--- config.mk ---
export PLATFORM = sky130hd
export DESIGN_NAME = akf_mul
export DESIGN_NICKNAME = d
export VERILOG_FILES = /design/src/rtl/angle_kalman_filter_step_macros.svh /design/src/rtl/akf_pkg.sv /design/src/rtl/akf_mul.sv
export SDC_FILE = /design/constraint.sdc
export NUM_CORES = 2
export LEC_CHECK = 0
export ABC_AREA = 1
export BUFFER_PORTS_ARGS = -buffer_cell sky130_fd_sc_hd__buf_2
export CAP_MARGIN = 40
export CORE_ASPECT_RATIO = 1.4
export CORE_MARGIN = 2
export CORE_UTILIZATION = 25
export CTS_BUF_LIST = sky130_fd_sc_hd__clkbuf_4
export DETAILED_ROUTE_END_ITERATION = 6
export PLACE_DENSITY_LB_ADDON = 0.3
export SYNTH_ARGS = -nofsm -noshare
export SYNTH_HDL_FRONTEND = slang
export SYNTH_SLANG_ARGS = --single-unit
--- constraint.sdc ---
create_clock -name clk_i -period 12.12 [get_ports clk_i]
set_input_delay 2.424 -clock clk_i [delete_from_list [all_inputs] [get_ports clk_i]]
set_output_delay 2.424 -clock clk_i [all_outputs]
set_load 0.01 [all_outputs]
--- src/rtl/angle_kalman_filter_step_macros.svh ---
// assertion helpers for the angle kalman filter step
`ifndef ANGLE_KALMAN_FILTER_STEP_MACROS_SVH
`define ANGLE_KALMAN_FILTER_STEP_MACROS_SVH

// same-cycle implication
`define AKF_ASSERT_IMP(lbl, pre, post, msg) \
  lbl: assert property (@(posedge clk_i) disable iff (!rst_ni) (pre) |-> (post)) else $error(msg);

// next-cycle implication
`define AKF_ASSERT_NXT(lbl, pre, post, msg) \
  lbl: assert property (@(posedge clk_i) disable iff (!rst_ni) (pre) |=> (post)) else $error(msg);

`endif

--- src/rtl/akf_pkg.sv ---
`default_nettype none
package akf_pkg;

  localparam int WORD_W = 32;
  localparam int DT_W   = 16;
  localparam int OPND_W = 36;
  localparam int PROD_W = 2 * OPND_W;
  localparam int EXT_W  = PROD_W + 2;
  localparam int NUM_W  = 64;
  localparam int FRAC_DT  = 16;
  localparam int FRAC_COV = 30;
  localparam int CFG_IDX_W = 2;

  localparam logic [CFG_IDX_W-1:0] REG_QA = 2'd0;
  localparam logic [CFG_IDX_W-1:0] REG_QB = 2'd1;
  localparam logic [CFG_IDX_W-1:0] REG_R  = 2'd2;

  localparam logic [WORD_W-1:0] QA_RESET = 32'd1073742;
  localparam logic [WORD_W-1:0] QB_RESET = 32'd3221225;
  localparam logic [WORD_W-1:0] R_RESET  = 32'd32212255;

  localparam logic signed [EXT_W-1:0] WMAX = 74'sd2147483647;
  localparam logic signed [EXT_W-1:0] WMIN = -74'sd2147483648;

  typedef enum logic [2:0] {
    ST_IDLE, ST_ISSUE, ST_TAKE, ST_DIV, ST_DIV_WAIT, ST_OUT
  } akf_state_e;

  typedef enum logic [3:0] {
    OP_ANG, OP_T, OP_P00, OP_P11, OP_K0Y, OP_K1Y, OP_C10, OP_C11, OP_C00, OP_C01
  } akf_op_e;

  typedef struct packed {
    logic                    start;
    logic signed [NUM_W-1:0]  num;
    logic signed [OPND_W-1:0] den;
  } div_req_t;

  typedef struct packed {
    logic                    busy;
    logic                    done;
    logic signed [NUM_W-1:0] quo;
  } div_rsp_t;

  function automatic logic signed [WORD_W-1:0] sat_word(input logic signed [EXT_W-1:0] v);
    logic signed [WORD_W-1:0] r;
    if (v > WMAX) r = WMAX[WORD_W-1:0];
    else if (v < WMIN) r = WMIN[WORD_W-1:0];
    else r = v[WORD_W-1:0];
    return r;
  endfunction

  function automatic akf_op_e next_op(input akf_op_e op);
    akf_op_e n;
    case (op)
      OP_ANG:  n = OP_T;
      OP_T:    n = OP_P00;
      OP_P00:  n = OP_P11;
      OP_P11:  n = OP_K0Y;
      OP_K0Y:  n = OP_K1Y;
      OP_K1Y:  n = OP_C10;
      OP_C10:  n = OP_C11;
      OP_C11:  n = OP_C00;
      OP_C00:  n = OP_C01;
      default: n = OP_ANG;
    endcase
    return n;
  endfunction

endpackage
`default_nettype wire

--- src/rtl/akf_mul.sv ---
`default_nettype none
module akf_mul (
  input  wire                               clk_i,
  input  wire                               en_i,
  input  wire  signed [akf_pkg::OPND_W-1:0] a_i,
  input  wire  signed [akf_pkg::OPND_W-1:0] b_i,
  output logic signed [akf_pkg::PROD_W-1:0] p_o
);
  import akf_pkg::*;

  logic signed [PROD_W-1:0] p_q, p_d;

  // registered product
  assign p_d = a_i * b_i;

  always_ff @(posedge clk_i) begin
    if (en_i) p_q <= p_d;
  end

  assign p_o = p_q;
endmodule
`default_nettype wire

==> flow_metrics.py <==
metrics = {
    "status": {
        "outcome": "finished, violations left",
        "violations": "DRC",
    },
    "timing": {
        "post-route-period-util": 0.8288,
        "grt_setup_unrepaired": "no",
        "fin_crit_ns": 10.05,
        "slew_violations": 0,
        "tightestPinTransition_ns": 0.9525,
        "slew_headroom": 0.3650,
        "finalSetupViolCount": 0,
        "max_clock_freq_mhz": 99.55,
        "hold_viol_final": 0,
        "setup_tns_ns": 0,
    },
    "synthesis": {
        "synth_nets": 7937,
        "avgSynthCellArea_um2": 8.080,
        "synth_top_cell_area_share": 0.5454,
        "ys_warn_count": 0,
        "yosysSeqAreaShare": 0.04271,
        "synth.largest_area_cell": "fa_1",
        "synth_cells": 6265,
        "synth_area_um2": 50620,
        "ys_ff_latch": 72,
        "yosysUniqueCellTypes": 35,
        "synthTopCellsByArea": "fa_1, inv_1, nand2_1, ha_1, edfxtp_1",
    },
    "global_route": {
        "overflow": 0,
        "grt_usage": 0.1701,
        "grt_pass1_vias": 43260,
        "grt_pass1_wl_mm": 264.1,
        "grt_max_degree": 51,
        "grt_antenna_before_repair": 19,
    },
    "detailed_routing": {
        "postRouteAntennaNets": 0,
        "drt-total-wl_mm": 169.5,
        "vias_per_cell": 4.312,
        "route.detailed.drc": 36,
        "drtIter0Drc": 2334,
        "routedWlPerCell_um": 19.07,
        "via_count": 38320,
        "firstDrtPassIters": 7,
    },
    "die": {
        "coreArea_um2": 201500,
        "die_area_um2": 206200,
        "start_util": 0.2512,
        "ios": 146,
        "die_h_um": 536.4,
        "rows": 195,
        "die_w_um": 384.3,
    },
    "clock_network": {
        "clock-sinks": 72,
        "ctsHoldBuffers": 0,
        "root_buffer": "clkbuf_4",
        "cts_tree": "yes",
        "cts-resized-gates": 0,
        "clk_pin_slew_ns": 0.27,
        "clock_path_buffers": 2,
        "cts_made_buffers": 9,
        "htree_levels": 3,
        "cts_setup_buffers": 0,
    },
    "layout": {
        "drive_gt1_frac": 0.05067,
        "largest_reg_flops": 72,
        "fill_cells": 22120,
        "finish.net_count": 7885,
        "syn2layout_area_growth_pct": 8.045,
    },
    "worst_hold_path": {
        "hp-start": "en_i",
        "hp-class": "input pin to register",
    },
    "worst_setup_path": {
        "cp_slowest_stage_delay_ns": 0.91,
        "cp-end-kind": "register",
        "cp_max_fo": 22,
        "slowest_stage": "fa_1",
        "crit_type": "input pin to register",
        "crit_path_frequent_cell": "fa_1",
        "crit_arrival_ns": 10.39,
        "startpoint_type": "input pin",
        "required_ns": 12.47,
        "crit_start": "a_i[35]",
        "path_cells": "buf_2 -> nand2_1 -> inv_1 -> fa_1 -> fa_1 -> fa_1 -> inv_1 -> fa_1 -> fa_1 -> fa_1 -> fa_1 -> fa_1 -> inv_1 -> ha_1 -> nand2_1 -> nor2_1 -> nand2_1 -> nor2_1 -> o21ai_0 -> nand4_1 -> nand2_1",
    },
    "run": {
        "drv_cap": 0,
    },
    "placement": {
        "gp_congestion": 0.9131,
        "dp_hpwl_mm": 146.8,
        "port-buffer-count": 145,
    },
}
[Yosys cell counts, drive strengths merged]
master and count:
inv 2084, nand2 1708, fa 1379, clkbuf 287, ha 219, nor2 195, nand3 85, a21oi 82
edfxtp 72, o21ai 43, xor2 41, o21bai 16, nand4 14, nor3 11, or2 8, xnor2 5
nand3b 4, nor4 4, a21boi 2, a21o 2, and2 1, clkinv 1, o211ai 1, o21a 1
[critical path: cells and delay by family]
kind | cells | cell delay [ns]
fa+ha+maj | 9 | 5.09
simple gates | 7 | 1.52
buf+inv | 4 | 1.11
compound gates | 1 | 0.20
[cell families (layout without fill, tap and decap cells)]
kind of cell | count (synthesis) | after routing | share of synthesized area
buffers and inverters | 2372 | 2324 | 0.1759
and+or+nand+nor | 2030 | 2030 | 0.1579
adders and majority gates | 1598 | 1598 | 0.5995
AOI/OAI and AO/OA | 147 | 147 | 0.01602
DFF | 72 | 72 | 0.04271
xor gates and xnor gates | 46 | 46 | 0.007959
other | 0 | 11 | 0
[path summary, 6_finish.rpt]
check	end	cells after the start
worst min-delay path	p_o[0]$_DFFE_PP_	1
worst max-delay path	p_o[50]$_DFFE_PP_	21
[layer usage]
| layer | vias up | part of all wire | routed length [µm] | track usage |
|---|---|---|---|---|
| met5 | - | 0.00017 | 29 | 0 |
| met4 | 6 | 0.032 | 5481 | 0.05032 |
| met3 | 240 | 0.042 | 7172 | 0.01893 |
| met2 | 937 | 0.53 | 89300 | 0.3124 |
| met1 | 20190 | 0.40 | 67510 | 0.2073 |
| li1 | 16950 | - | - | - |
[layout by cell type (no fill, tap or decap), types with 8 or more instances in the layout]
| cell | n |
|---|---|
| xor2_1 | 41 |
| o21bai_1 | 16 |
| inv_1 | 2074 |
| nor2_1 | 168 |
| buf_12 | 23 |
| nand4_1 | 14 |
| buf_4 | 52 |
| inv_2 | 10 |
| buf_2 | 144 |
| diode_2 | 11 |
| edfxtp_1 | 72 |
| clkbuf_4 | 9 |
| o21ai_0 | 40 |
| nand2_1 | 1689 |
| nand3_1 | 82 |
| ha_1 | 219 |
| a21oi_1 | 78 |
| nor2_2 | 25 |
| fa_1 | 1379 |
| or2_2 | 8 |
| nand2_2 | 19 |
[metrics by stage]
step / setup WS (ns) / hold slack (ns) / utilization / cells / cell area, µm²
after floorplan: 2.598 / 2.537 / - / 6265 / 50620
after global placement: 1.267 / 2.845 / 0.2679 / 8833 / 53980
after detailed placement: 1.541 / 2.840 / 0.2707 / 8861 / 54550
after CTS: 2.247 / 2.178 / 0.2713 / 8876 / 54670
after global routing: 1.832 / 2.232 / 0.2713 / 8879 / 54670
final: 2.074 / 2.254 / 0.2714 / 8887 / 54690
[final cells by class]
class | instances | area [µm²] | share of cell area
antenna | 11 | 27.53 | 0.0005033
clock buffer | 9 | 67.56 | 0.001235
clock inverter | 6 | 43.79 | 0.0008007
inverter | 2085 | 7826 | 0.1431
multi-input combinational | 3821 | 39560 | 0.7232
sequential | 72 | 2162 | 0.03953
tap | 2659 | 3327 | 0.06083
timing repair buffer | 224 | 1684 | 0.03079
Power is not shown: default switching activity piles up to over one toggle a cycle in this logic, so the estimate is an artifact.
