==> config.mk <==
export PLATFORM = sky130hd
export DESIGN_NAME = akf_div
export DESIGN_NICKNAME = d
export VERILOG_FILES = /design/src/rtl/akf_pkg.sv /design/src/rtl/akf_div.sv
export VERILOG_INCLUDE_DIRS = /design/src /design/src/rtl
export SDC_FILE = /design/constraint.sdc
export NUM_CORES = 1
export LEC_CHECK = 0
export BUFFER_PORTS_ARGS = -buffer_cell sky130_fd_sc_hd__buf_4
export CAP_MARGIN = 20
export CORE_MARGIN = 2
export CORE_UTILIZATION = 40
export CTS_BUF_LIST = sky130_fd_sc_hd__clkbuf_8
export DETAILED_ROUTE_END_ITERATION = 16
export PLACE_DENSITY = 0.61
export SYNTH_ARGS = -nofsm -noshare
export SYNTH_HDL_FRONTEND = slang
export SYNTH_SLANG_ARGS = --single-unit
==> constraint.sdc <==
create_clock -name clk_i -period 3.45 [get_ports clk_i]
set_clock_uncertainty 0.05 [all_clocks]
set_input_delay 0.69 -clock clk_i [delete_from_list [all_inputs] [get_ports clk_i]]
set_output_delay 0.69 -clock clk_i [all_outputs]
set_load 0.005 [all_outputs]
==> src/rtl/angle_kalman_filter_step_macros.svh <==
// assertion helpers for the angle kalman filter step
`ifndef ANGLE_KALMAN_FILTER_STEP_MACROS_SVH
`define ANGLE_KALMAN_FILTER_STEP_MACROS_SVH

// same-cycle implication
`define AKF_ASSERT_IMP(lbl, pre, post, msg) \
  lbl: assert property (@(posedge clk_i) disable iff (!rst_ni) (pre) |-> (post)) else $error(msg);

// next-cycle implication
`define AKF_ASSERT_NXT(lbl, pre, post, msg) \
  lbl: assert property (@(posedge clk_i) disable iff (!rst_ni) (pre) |=> (post)) else $error(msg);

`endif

==> src/rtl/akf_pkg.sv <==
`default_nettype none
package akf_pkg;

  localparam int WORD_W = 32;
  localparam int DT_W   = 16;
  localparam int OPND_W = 36;
  localparam int PROD_W = 2 * OPND_W;
  localparam int EXT_W  = PROD_W + 2;
  localparam int NUM_W  = 64;
  localparam int FRAC_DT  = 16;
  localparam int FRAC_COV = 30;
  localparam int CFG_IDX_W = 2;

  localparam logic [CFG_IDX_W-1:0] REG_QA = 2'd0;
  localparam logic [CFG_IDX_W-1:0] REG_QB = 2'd1;
  localparam logic [CFG_IDX_W-1:0] REG_R  = 2'd2;

  localparam logic [WORD_W-1:0] QA_RESET = 32'd1073742;
  localparam logic [WORD_W-1:0] QB_RESET = 32'd3221225;
  localparam logic [WORD_W-1:0] R_RESET  = 32'd32212255;

  localparam logic signed [EXT_W-1:0] WMAX = 74'sd2147483647;
  localparam logic signed [EXT_W-1:0] WMIN = -74'sd2147483648;

  typedef enum logic [2:0] {
    ST_IDLE, ST_ISSUE, ST_TAKE, ST_DIV, ST_DIV_WAIT, ST_OUT
  } akf_state_e;

  typedef enum logic [3:0] {
    OP_ANG, OP_T, OP_P00, OP_P11, OP_K0Y, OP_K1Y, OP_C10, OP_C11, OP_C00, OP_C01
  } akf_op_e;

  typedef struct packed {
    logic                    start;
    logic signed [NUM_W-1:0]  num;
    logic signed [OPND_W-1:0] den;
  } div_req_t;

  typedef struct packed {
    logic                    busy;
    logic                    done;
    logic signed [NUM_W-1:0] quo;
  } div_rsp_t;

  function automatic logic signed [WORD_W-1:0] sat_word(input logic signed [EXT_W-1:0] v);
    logic signed [WORD_W-1:0] r;
    if (v > WMAX) r = WMAX[WORD_W-1:0];
    else if (v < WMIN) r = WMIN[WORD_W-1:0];
    else r = v[WORD_W-1:0];
    return r;
  endfunction

  function automatic akf_op_e next_op(input akf_op_e op);
    akf_op_e n;
    case (op)
      OP_ANG:  n = OP_T;
      OP_T:    n = OP_P00;
      OP_P00:  n = OP_P11;
      OP_P11:  n = OP_K0Y;
      OP_K0Y:  n = OP_K1Y;
      OP_K1Y:  n = OP_C10;
      OP_C10:  n = OP_C11;
      OP_C11:  n = OP_C00;
      OP_C00:  n = OP_C01;
      default: n = OP_ANG;
    endcase
    return n;
  endfunction

endpackage
`default_nettype wire

==> src/rtl/akf_div.sv <==
`default_nettype none
module akf_div (
  input  wire                       clk_i,
  input  wire                       rst_ni,
  input  wire  akf_pkg::div_req_t   req_i,
  output akf_pkg::div_rsp_t         rsp_o
);
  import akf_pkg::*;

  logic                  busy_q, done_q, neg_q;
  logic [5:0]            cnt_q;
  logic [OPND_W:0]       rem_q, rem_sh, rem_d;
  logic [OPND_W:0]       den_q;
  logic [NUM_W-1:0]      quo_q;
  logic                  qbit;
  logic [NUM_W-1:0]      num_mag;
  logic [OPND_W-1:0]     den_mag;

  assign num_mag = req_i.num[NUM_W-1] ? NUM_W'(-req_i.num) : NUM_W'(req_i.num);
  assign den_mag = req_i.den[OPND_W-1] ? OPND_W'(-req_i.den) : OPND_W'(req_i.den);

  // restoring step, one quotient bit a cycle
  assign rem_sh = {rem_q[OPND_W-1:0], quo_q[NUM_W-1]};
  assign qbit   = (rem_sh >= den_q);
  assign rem_d  = qbit ? rem_sh - den_q : rem_sh;

  always_ff @(posedge clk_i or negedge rst_ni) begin
    if (!rst_ni) begin
      busy_q <= 1'b0;
      done_q <= 1'b0;
      cnt_q  <= '0;
    end else begin
      done_q <= 1'b0;
      if (req_i.start) begin
        busy_q <= 1'b1;
        cnt_q  <= '0;
      end else if (busy_q) begin
        cnt_q <= cnt_q + 6'd1;
        if (cnt_q == 6'd63) begin
          busy_q <= 1'b0;
          done_q <= 1'b1;
        end
      end
    end
  end

  always_ff @(posedge clk_i) begin
    if (req_i.start) begin
      neg_q <= req_i.num[NUM_W-1] ^ req_i.den[OPND_W-1];
      quo_q <= num_mag;
      den_q <= {1'b0, den_mag};
      rem_q <= '0;
    end else if (busy_q) begin
      rem_q <= rem_d;
      quo_q <= {quo_q[NUM_W-2:0], qbit};
    end
  end

  assign rsp_o.busy = busy_q;
  assign rsp_o.done = done_q;
  assign rsp_o.quo  = neg_q ? -$signed(quo_q) : $signed(quo_q);

  `include "angle_kalman_filter_step_macros.svh"

  `AKF_ASSERT_NXT(a_div_start_busy, req_i.start, busy_q, "divider did not start")
  `AKF_ASSERT_IMP(a_div_done_idle, done_q, !busy_q, "divider done while busy")
  `AKF_ASSERT_IMP(a_div_no_restart, busy_q, !req_i.start, "divider restarted while busy")
endmodule
`default_nettype wire

==> impl_summary.md, run 1 <==
Setup path
The arrival time at the worst endpoint is 3.61 ns. Across all register-to-register paths, the minimum setup slack is 0.28 ns. The worst setup path is launched from a flop. The startpoint of the worst-slack reg-to-reg timing path is den_q[31]. Data on the critical path is required at its endpoint by 2.71 ns. The capturing element type of the critical path is an output port. The peak fanout along the critical path is 5. The critical path starts at quo_q[11]. The critical path is of the reg -> out type.

The number of cells on the worst reg-to-reg path is 11. The reg-to-reg endpoint is rem_q[25].

Pwr
IR analysis of the VDD net gives a maximum drop of 0.2169 mV. The design draws 5.117 mW. Summed over all cells, the static leakage comes to 6.032 nW.

In this run the power density over the cells is 341.7 nW/um^2.

Clock network
The depth of the CTS H-tree is 4. TritonCTS created 17 clock buffers. TritonCTS built the clock tree. Clock-pin slew was measured on the worst setup and hold paths at 0.08 ns. The later pin in the worst-skew pair is clocked with a latency of 0.46 ns. Clock tree synthesis found a total of 145 sinks. The clock passes through at most 2 buffers.

The clock tree root driver cell is clkbuf_8.

Detailed routing
The detailed router finished its first iteration with 898 violations. The total iterations of the first detailed-routing run is 7. The final layout contains routed wiring with a total length of 33250 um. For this run, design rule violations remaining after detail routing come to 0.

The detailed-route wire length per cell is 16.78 um. The total vias in the final route is 11060. The count of nets left with antenna violations once routing finished came out at 0. In the routed layout, each cell is associated on average with a via count of 5.580.

Timing
Hold timing on the final database bottoms out at a slack of 0.3882 ns. Setup repair after global routing could not meet its margin everywhere. The fmax is 0.2296 GHz. Setup violations remaining at the end of the flow were counted as 43.

The setup total negative slack is -19.62 ns. The final-report max-slew violation count is 0. For the finished layout, the period the worst path requires is 4.355 ns. The post-route fraction of the period consumed by the critical path is 126.2%. The worst path setup slack after routing is -0.9045 ns. The worst pin sits at a relative slew slack of 52.49%. At the pin with the least slew margin, the transition time is 0.7126 ns. The final number of hold-violating endpoints is 0.

Global route
After global routing the overflow that remains totals 0. The initial antenna violation count is 2. The first global-routing pass estimated 53410 um of wire. The largest net degree at the start of global routing is 78. The overall track demand over capacity in global routing is 21.62%.

The via count of the first global-routing pass came to 10400.

Die
In this run the standard cell core region covers 27930 sq um. After floorplanning, the core was divided into 61 placement rows. From left edge to right edge, the die measures 172.9 um. For this configuration, the core starts out at a cell density of 40.83%.

The die is 172.9 um tall. In this run the count of I/O pins placed on the die edge is 169. The floorplan step defined a die boundary enclosing 29880 sq um.

Synth
After synthesis, the most frequently instantiated cells are nor2_1 (135), nand2_1 (126), a21oi_1 (106). Of the synthesized area, sequential elements account for 34.66%. Yosys printed 0 warnings.

In the post-synthesis netlist, the biggest area contributors are edfxtp_1 (27%), xnor2_1 (7.9%), dfxtp_1 (6.3%), xor2_1 (6.3%), a21oi_1 (4.7%). The library cell occupying the most area in the post-synthesis netlist is edfxtp_1. The post-synthesis instance area is 11410 sq um.

The area share of the leading cell type in the synthesized netlist is 26.59%. The net count after synthesis is 1485. The number of cells produced by synthesis is 1341. The synthesized design contains 145 register bits.

Yosys instantiated no cell more often than nor2_1. The most common flop cell mapped by yosys is edfxtp_1. Counting distinct cell types in the post-synthesis netlist gives 76.

The average footprint of a synthesized cell is 8.506 sq um. The fraction of synthesis flops using an asynchronous set or reset pin is 5.517%. The number of flops mapped to enable cells by yosys is 101.

Job
The total of max-cap violations is 0.

Place
The detailed placer's ending HPWL is 24730 um. The placer congestion estimate is 0.8955. The count of input and output buffers is 168.

Min path
The launch point of the worst hold path is req_i[0]. The worst hold path depth is 1. The worst hold path terminates at den_q[0]. The class of the worst hold path is in -> reg.

Cells and area
Counting the fill cells in the layout gives 2626. Of the cells placed in the final design, the portion with a size suffix greater than 1 is 27.57%. The area growth from synthesis to layout is 31.31%. After the last flow step, the layout net total stands at 1734.

Outcome
The flow ran to the end, but the final reports show violations. The final reports fail on setup timing.
cells in the final DEF, fill, tap and decap left out, types with 6 or more instances in the layout:
cell type  netlist  final
a21o_1           9      9
a21oi_1        106    102
a311oi_1        25     25
a31oi_1          7      6
a41oi_1          6      6
and3_1          11     10
buf_4            3    283
buf_6            0     19
clkbuf_8         0     20
dfrtp_1          8      7
dfxtp_1         36     36
edfxtp_1       101    101
ha_1            40     40
inv_1           61     61
nand2_1        126    114
nand2_4          0      8
nand2b_1         9      9
nand3_1         30     28
nand4_1         13     13
nor2_1         135    134
nor2b_1          9      9
nor3_1          21     21
nor3b_1         11     11
nor4_1          18     16
o21a_1           9      9
o21ai_0         77     61
o21ai_2          0     10
o31ai_1         42     33
o31ai_4          1      9
o41ai_1         24     18
or2_2            9      9
or3_1           25     22
or3_4            3      6
or4_1           21     16
or4_4            6     11
xnor2_1        103     89
xnor2_2          0     14
xor2_1          82     82
power breakdown:
| group | total, mW | switching, mW | internal (mW) |
|---|---|---|---|
| registers | 2.19 | 0.155 | 2.04 |
| logic | 1.52 | 0.747 | 0.778 |
| clock network | 1.40 | 0.694 | 0.704 |
area by class of cell:
type / count / area, sq um / share of cell area (%)
Antenna cell: 1 / 2.502 / 0.01671
Clock buffer: 20 / 275.3 / 1.838
Clock inverter: 12 / 130.1 / 0.8688
Inverter: 62 / 232.7 / 1.554
Multi-Input combinational cell: 1059 / 7520 / 50.21
Sequential cell: 145 / 3955 / 26.41
Tap cell: 378 / 473.0 / 3.158
Timing Repair Buffer: 305 / 2389 / 15.95
routing by layer:
| layer | GRT usage [%] | up-vias | wire [um] |
|---|---|---|---|
| met1 | 28.56 | 5266 | 15030 |
| met3 | 4.991 | 43 | 2008 |
| met2 | 35.82 | 320 | 15670 |
| met5 | 0 | - | 0 |
| met4 | 5.332 | 0 | 543 |
| li1 | - | 5431 | - |
critical path: stages (launching register included):
cell and delay [ns]:
edfxtp_1 0.39, or4_4 0.54, or4_4 0.47, nor4_4 0.24, buf_4 0.17, nand4_1 0.15, or2_1 0.30, or3_4 0.38
o41ai_4 0.22, xnor2_1 0.15, buf_4 0.13
kinds of logic (layout without fill, tap and decap cells):
family,Yosys count,count (layout),share of synthesized area (%)
compound gates,354,354,20.51
xor+xnor,185,185,14.21
fa+ha+maj,41,41,4.563
buf+inv,137,399,4.618
flops,145,145,34.66
mux,7,7,0.6362
other cells,0,1,0
simple gates,472,472,20.80
timing repair:
item | 4_1_cts | 5_1_grt
hold buffers | 1 | 0
pin swaps | 38 | 29
resized for setup | 97 | 44
hold endpoints to repair | 8 | 0
endpoints found under the setup margin | 45 | 49
buffers inserted | 16 | 15
through the flow:
stage	utilization, %	area, sq um	setup WS (ns)	std cells
global placement	49.12	13720	-0.3551	1925
detailed placement	49.12	13720	-0.4828	1925
finish	53.61	14980	-0.9045	1982
CTS	52.56	14680	-0.8854	1972
global route	53.61	14970	-1.015	1981
floorplan	-	11410	-0.2149	1341
worst max-delay path by stage:
| stage | cells after the start | slack (ns) | end |
|---|---|---|---|
| after floorplan | 8 | -0.21 | rsp_o[63] |
| after global placement | 10 | -0.36 | rsp_o[63] |
| after detailed placement | 10 | -0.48 | rsp_o[61] |
| after CTS | 10 | -0.89 | rsp_o[63] |
| after global routing | 10 | -1.02 | rsp_o[63] |
| final | 10 | -0.90 | rsp_o[63] |
flip-flops by register name (all words and copies together) (netlist names):
name,cells
neg_q,1
quo_q,64
busy_q,1
den_q,36
done_q,1
cnt_q,6
rem_q,36
(Power assumes the default switching activity.)
==> inputs of run 2 (changes only) <==
Settings changed: RECOVER_POWER from default to 100.
==> impl_summary.md, run 2 (synthesized netlist as in run 1, its figures left out) <==
Clock network
The total CTS buffers is 17 (unchanged). The clock insertion delay at the later pin of the skew report came to 0.46 ns (about the same). The register clock-pin slew on the reported worst setup and hold paths is 0.08 ns (about the same). The depth of the CTS H-tree is 4 (unchanged). The clock tree root driver cell is clkbuf_8 (unchanged). The maximum count of clock buffers along a single path is 2 (unchanged). The CTS sink count was 145 (unchanged).

The CTS tree was yes (unchanged).

Setup path
The gate family responsible for the most delay along the worst path is simple AND/OR/NAND/NOR gates (unchanged). The capturing element type of the critical path is an output port (unchanged). The reg-to-reg endpoint is rem_q[23] (was rem_q[25]).

The cell count of the worst reg-to-reg path is 11 (unchanged). The worst path buffer plus inverter count is 2 (unchanged). The peak fanout along the critical path is 5 (unchanged). The largest incremental delay on the critical path was 0.54 ns (about the same). The arrival time at the worst endpoint is 3.61 ns (about the same). The total stage count of the critical path is 10 (unchanged). The startpoint of the worst-slack reg-to-reg timing path is den_q[31] (unchanged). The critical path launch point type is a flop (unchanged). The reg2reg setup slack was 0.14 ns (was 0.28 ns). The worst setup path category was reg -> out (unchanged). The required time reported for the critical path endpoint is 2.71 ns (about the same).

The highest-delay cell along the critical path is or4_4 (unchanged). Critical path cell sequence: or4_4, or4_4, nor4_4, buf_4, nand4_1, or2_1, or3_4, o41ai_4, xnor2_1, buf_4 (unchanged). The end point of the critical path is rsp_o[63] (unchanged).

The origin of the worst setup path is quo_q[11] (unchanged).

Outcome
Outcome: finished with violations (unchanged). Failing checks: capacitance limit, slew limit, setup timing (was setup timing).

Cells and area
The fraction of final layout cells with drive strength greater than 1 was 25.51% (was 27.57%). Regs by FF count: quo_q: 64 flops, den_q: 36 flops, rem_q: 36 flops (unchanged). Top library cells by usage in the layout, fill and taps aside: buf_4 (251), nor2_1 (134), nand2_1 (114) (was buf_4 (283), nor2_1 (134), nand2_1 (114)). The flip-flop count of the largest register after layout is 64 (unchanged). The final instance area is 14830 sq um (was 14980 sq um). The largest register by flop count was quo_q (unchanged).

The non-filler instance count after layout is 1983 (was 1982). The post-synthesis to final-layout area growth came to 30.06% (was 31.31%). The total number of nets in the final design is 1734 (unchanged). The most frequent standard cell in the layout excluding fill and tap cells is buf_4 (unchanged).

Pwr
The part of the total power dissipated in combinational logic came to 29.6% (was 29.8%). The reported leakage power came to 5.930 nW (was 6.032 nW). The cell internal power dissipation is 3.504 mW (was 3.520 mW). The switching power summed over all nets is 1.598 mW (was 1.597 mW). The switching portion of total power is 31.32% (was 31.20%). The share of total power in sequential cells came to 43.0% (was 42.9%). The power density relative to cell area was 343.9 nW/um^2 (was 341.7 nW/um^2). The largest voltage drop on the vdd net is 0.2174 mV (was 0.2169 mV). The share of total power in the clock network is 27.4% (was 27.3%). The total power draw is 5.101 mW (was 5.117 mW).

Timing
The max-slew headroom at the worst pin was -44.75% (was 52.49%). The worst hold margin came to 0.4476 ns (was 0.3882 ns). The final count of negative-setup-slack endpoints is 44 (was 43).

The actual slew at the worst max-slew pin was 2.171 ns (was 0.7126 ns). The final number of hold-violating endpoints was 0 (unchanged). Unrepaired setup endpoints after global routing: true (unchanged). The post-route fraction of the period consumed by the critical path is 126.0% (was 126.2%). The fmax is 0.2300 GHz (was 0.2296 GHz). The final-report max-slew violation count is 190 (was 0). The shortest period the worst path allows was 4.347 ns (was 4.355 ns).

The worst path setup slack after routing is -0.8971 ns (was -0.9045 ns).

Detailed routing
The number of routed nets with antenna violations came to 0 (unchanged). The final routed wirelength across all metal layers is 33370 um (was 33250 um). The total iterations of the first detailed-routing run is 5 (was 7). The detailed-route wire length per cell is 16.83 um (was 16.78 um). The average vias per placed instance is 5.594 (was 5.580). The total vias in the final route was 11090 (was 11060). The initial detailed-routing violation count came to 825 (was 898).

The number of DRC violations after detailed routing is 0 (unchanged).

Die
The core region area is 27930 sq um (unchanged). The I/O pin total is 169 (unchanged). The floorplan row count is 61 (unchanged). The vertical die dimension came to 172.9 um (unchanged). The horizontal die dimension is 172.9 um (unchanged). The initial core utilization was 40.83% (unchanged). The die outline area is 29880 sq um (unchanged).

Place
The placed instance area was 13720 sq um (unchanged). The detailed placer's ending HPWL is 24730 um (unchanged). The placer congestion estimate is 0.8955 (unchanged). The total placed cells including tap cells is 1925 (unchanged). The count of input and output buffers is 168 (unchanged).

Global route
The overall track demand over capacity in global routing is 21.62% (unchanged). The first-pass GRT wire length is 53410 um (unchanged). The initial antenna violation count was 2 (unchanged). The largest net degree at the start of global routing is 78 (unchanged). The via count of the first global-routing pass is 10400 (unchanged). The total congestion overflow came to 0 (unchanged).

Job
The total of max-cap violations was 4 (was 0).

Min path
The class of the worst hold path is reg -> reg (was in -> reg).
run 2: layout make-up:
cell class	count	area, sq um
Clock buffer	20	275.3
Antenna cell	2	5.005
Inverter	62	232.7
Clock inverter	12	130.1
Fill cell	2661	13100
Sequential cell	145	3954
Multi-Input combinational cell	1059	7485
Tap cell	378	473.0
Timing Repair Buffer	305	2280
run 2: per-stage QoR:
| stage | utilization (%) | setup TNS [ns] | setup WS [ns] |
|---|---|---|---|
| after floorplan | - | -1.006 | -0.2149 |
| after CTS | 52.56 | -19.74 | -0.8854 |
| after detailed placement | 49.12 | -6.124 | -0.4828 |
| final | 53.10 | -19.49 | -0.8971 |
| after global placement | 49.12 | -4.746 | -0.3551 |
| after global routing | 53.09 | -25.54 | -1.015 |
run 2: worst min-delay path: stages (launching register included):
cell	delay (ns)
dfxtp_1	0.33
nand2_1	0.06
a311oi_1	0.07
run 2: power by group through the flow:
stage	clock (mW)	combinational, mW	sequential, mW
after floorplan	0	0.720	2.18
after global placement	0	1.39	2.20
after detailed placement	0	1.41	2.20
after CTS	1.43	1.48	2.19
after global routing	1.51	1.64	2.21
final	1.40	1.51	2.19
run 2: layer usage:
layer / global-route usage, % / wire (um)
met5: 0 / 0
met2: 35.82 / 15580
met3: 4.991 / 2117
met4: 5.332 / 629
met1: 28.56 / 15040
run 2: what timing repair did:
| item | in CTS | in global routing |
|---|---|---|
| hold buffers | 1 | 0 |
| hold endpoints to repair | 8 | 0 |
| gates resized for setup | 97 | 44 |
| pin swaps | 38 | 29 |
| endpoints found under the setup margin | 45 | 49 |
| setup buffers | 16 | 15 |
run 2: how the worst min path moves through the flow:
stage | startpoint | end | slack [ns] | cells after the start
6_report | rem_q[32] | rem_q[33] | 0.45 | 2
2_1_floorplan | rst_ni | busy_q | 0.34 | 0
3_3_place_gp | rem_q[32] | rem_q[33] | 0.44 | 2
4_1_cts | req_i[0] | den_q[0] | 0.37 | 1
5_1_grt | req_i[12] | den_q[12] | 0.45 | 2
3_5_place_dp | rem_q[32] | rem_q[33] | 0.44 | 2
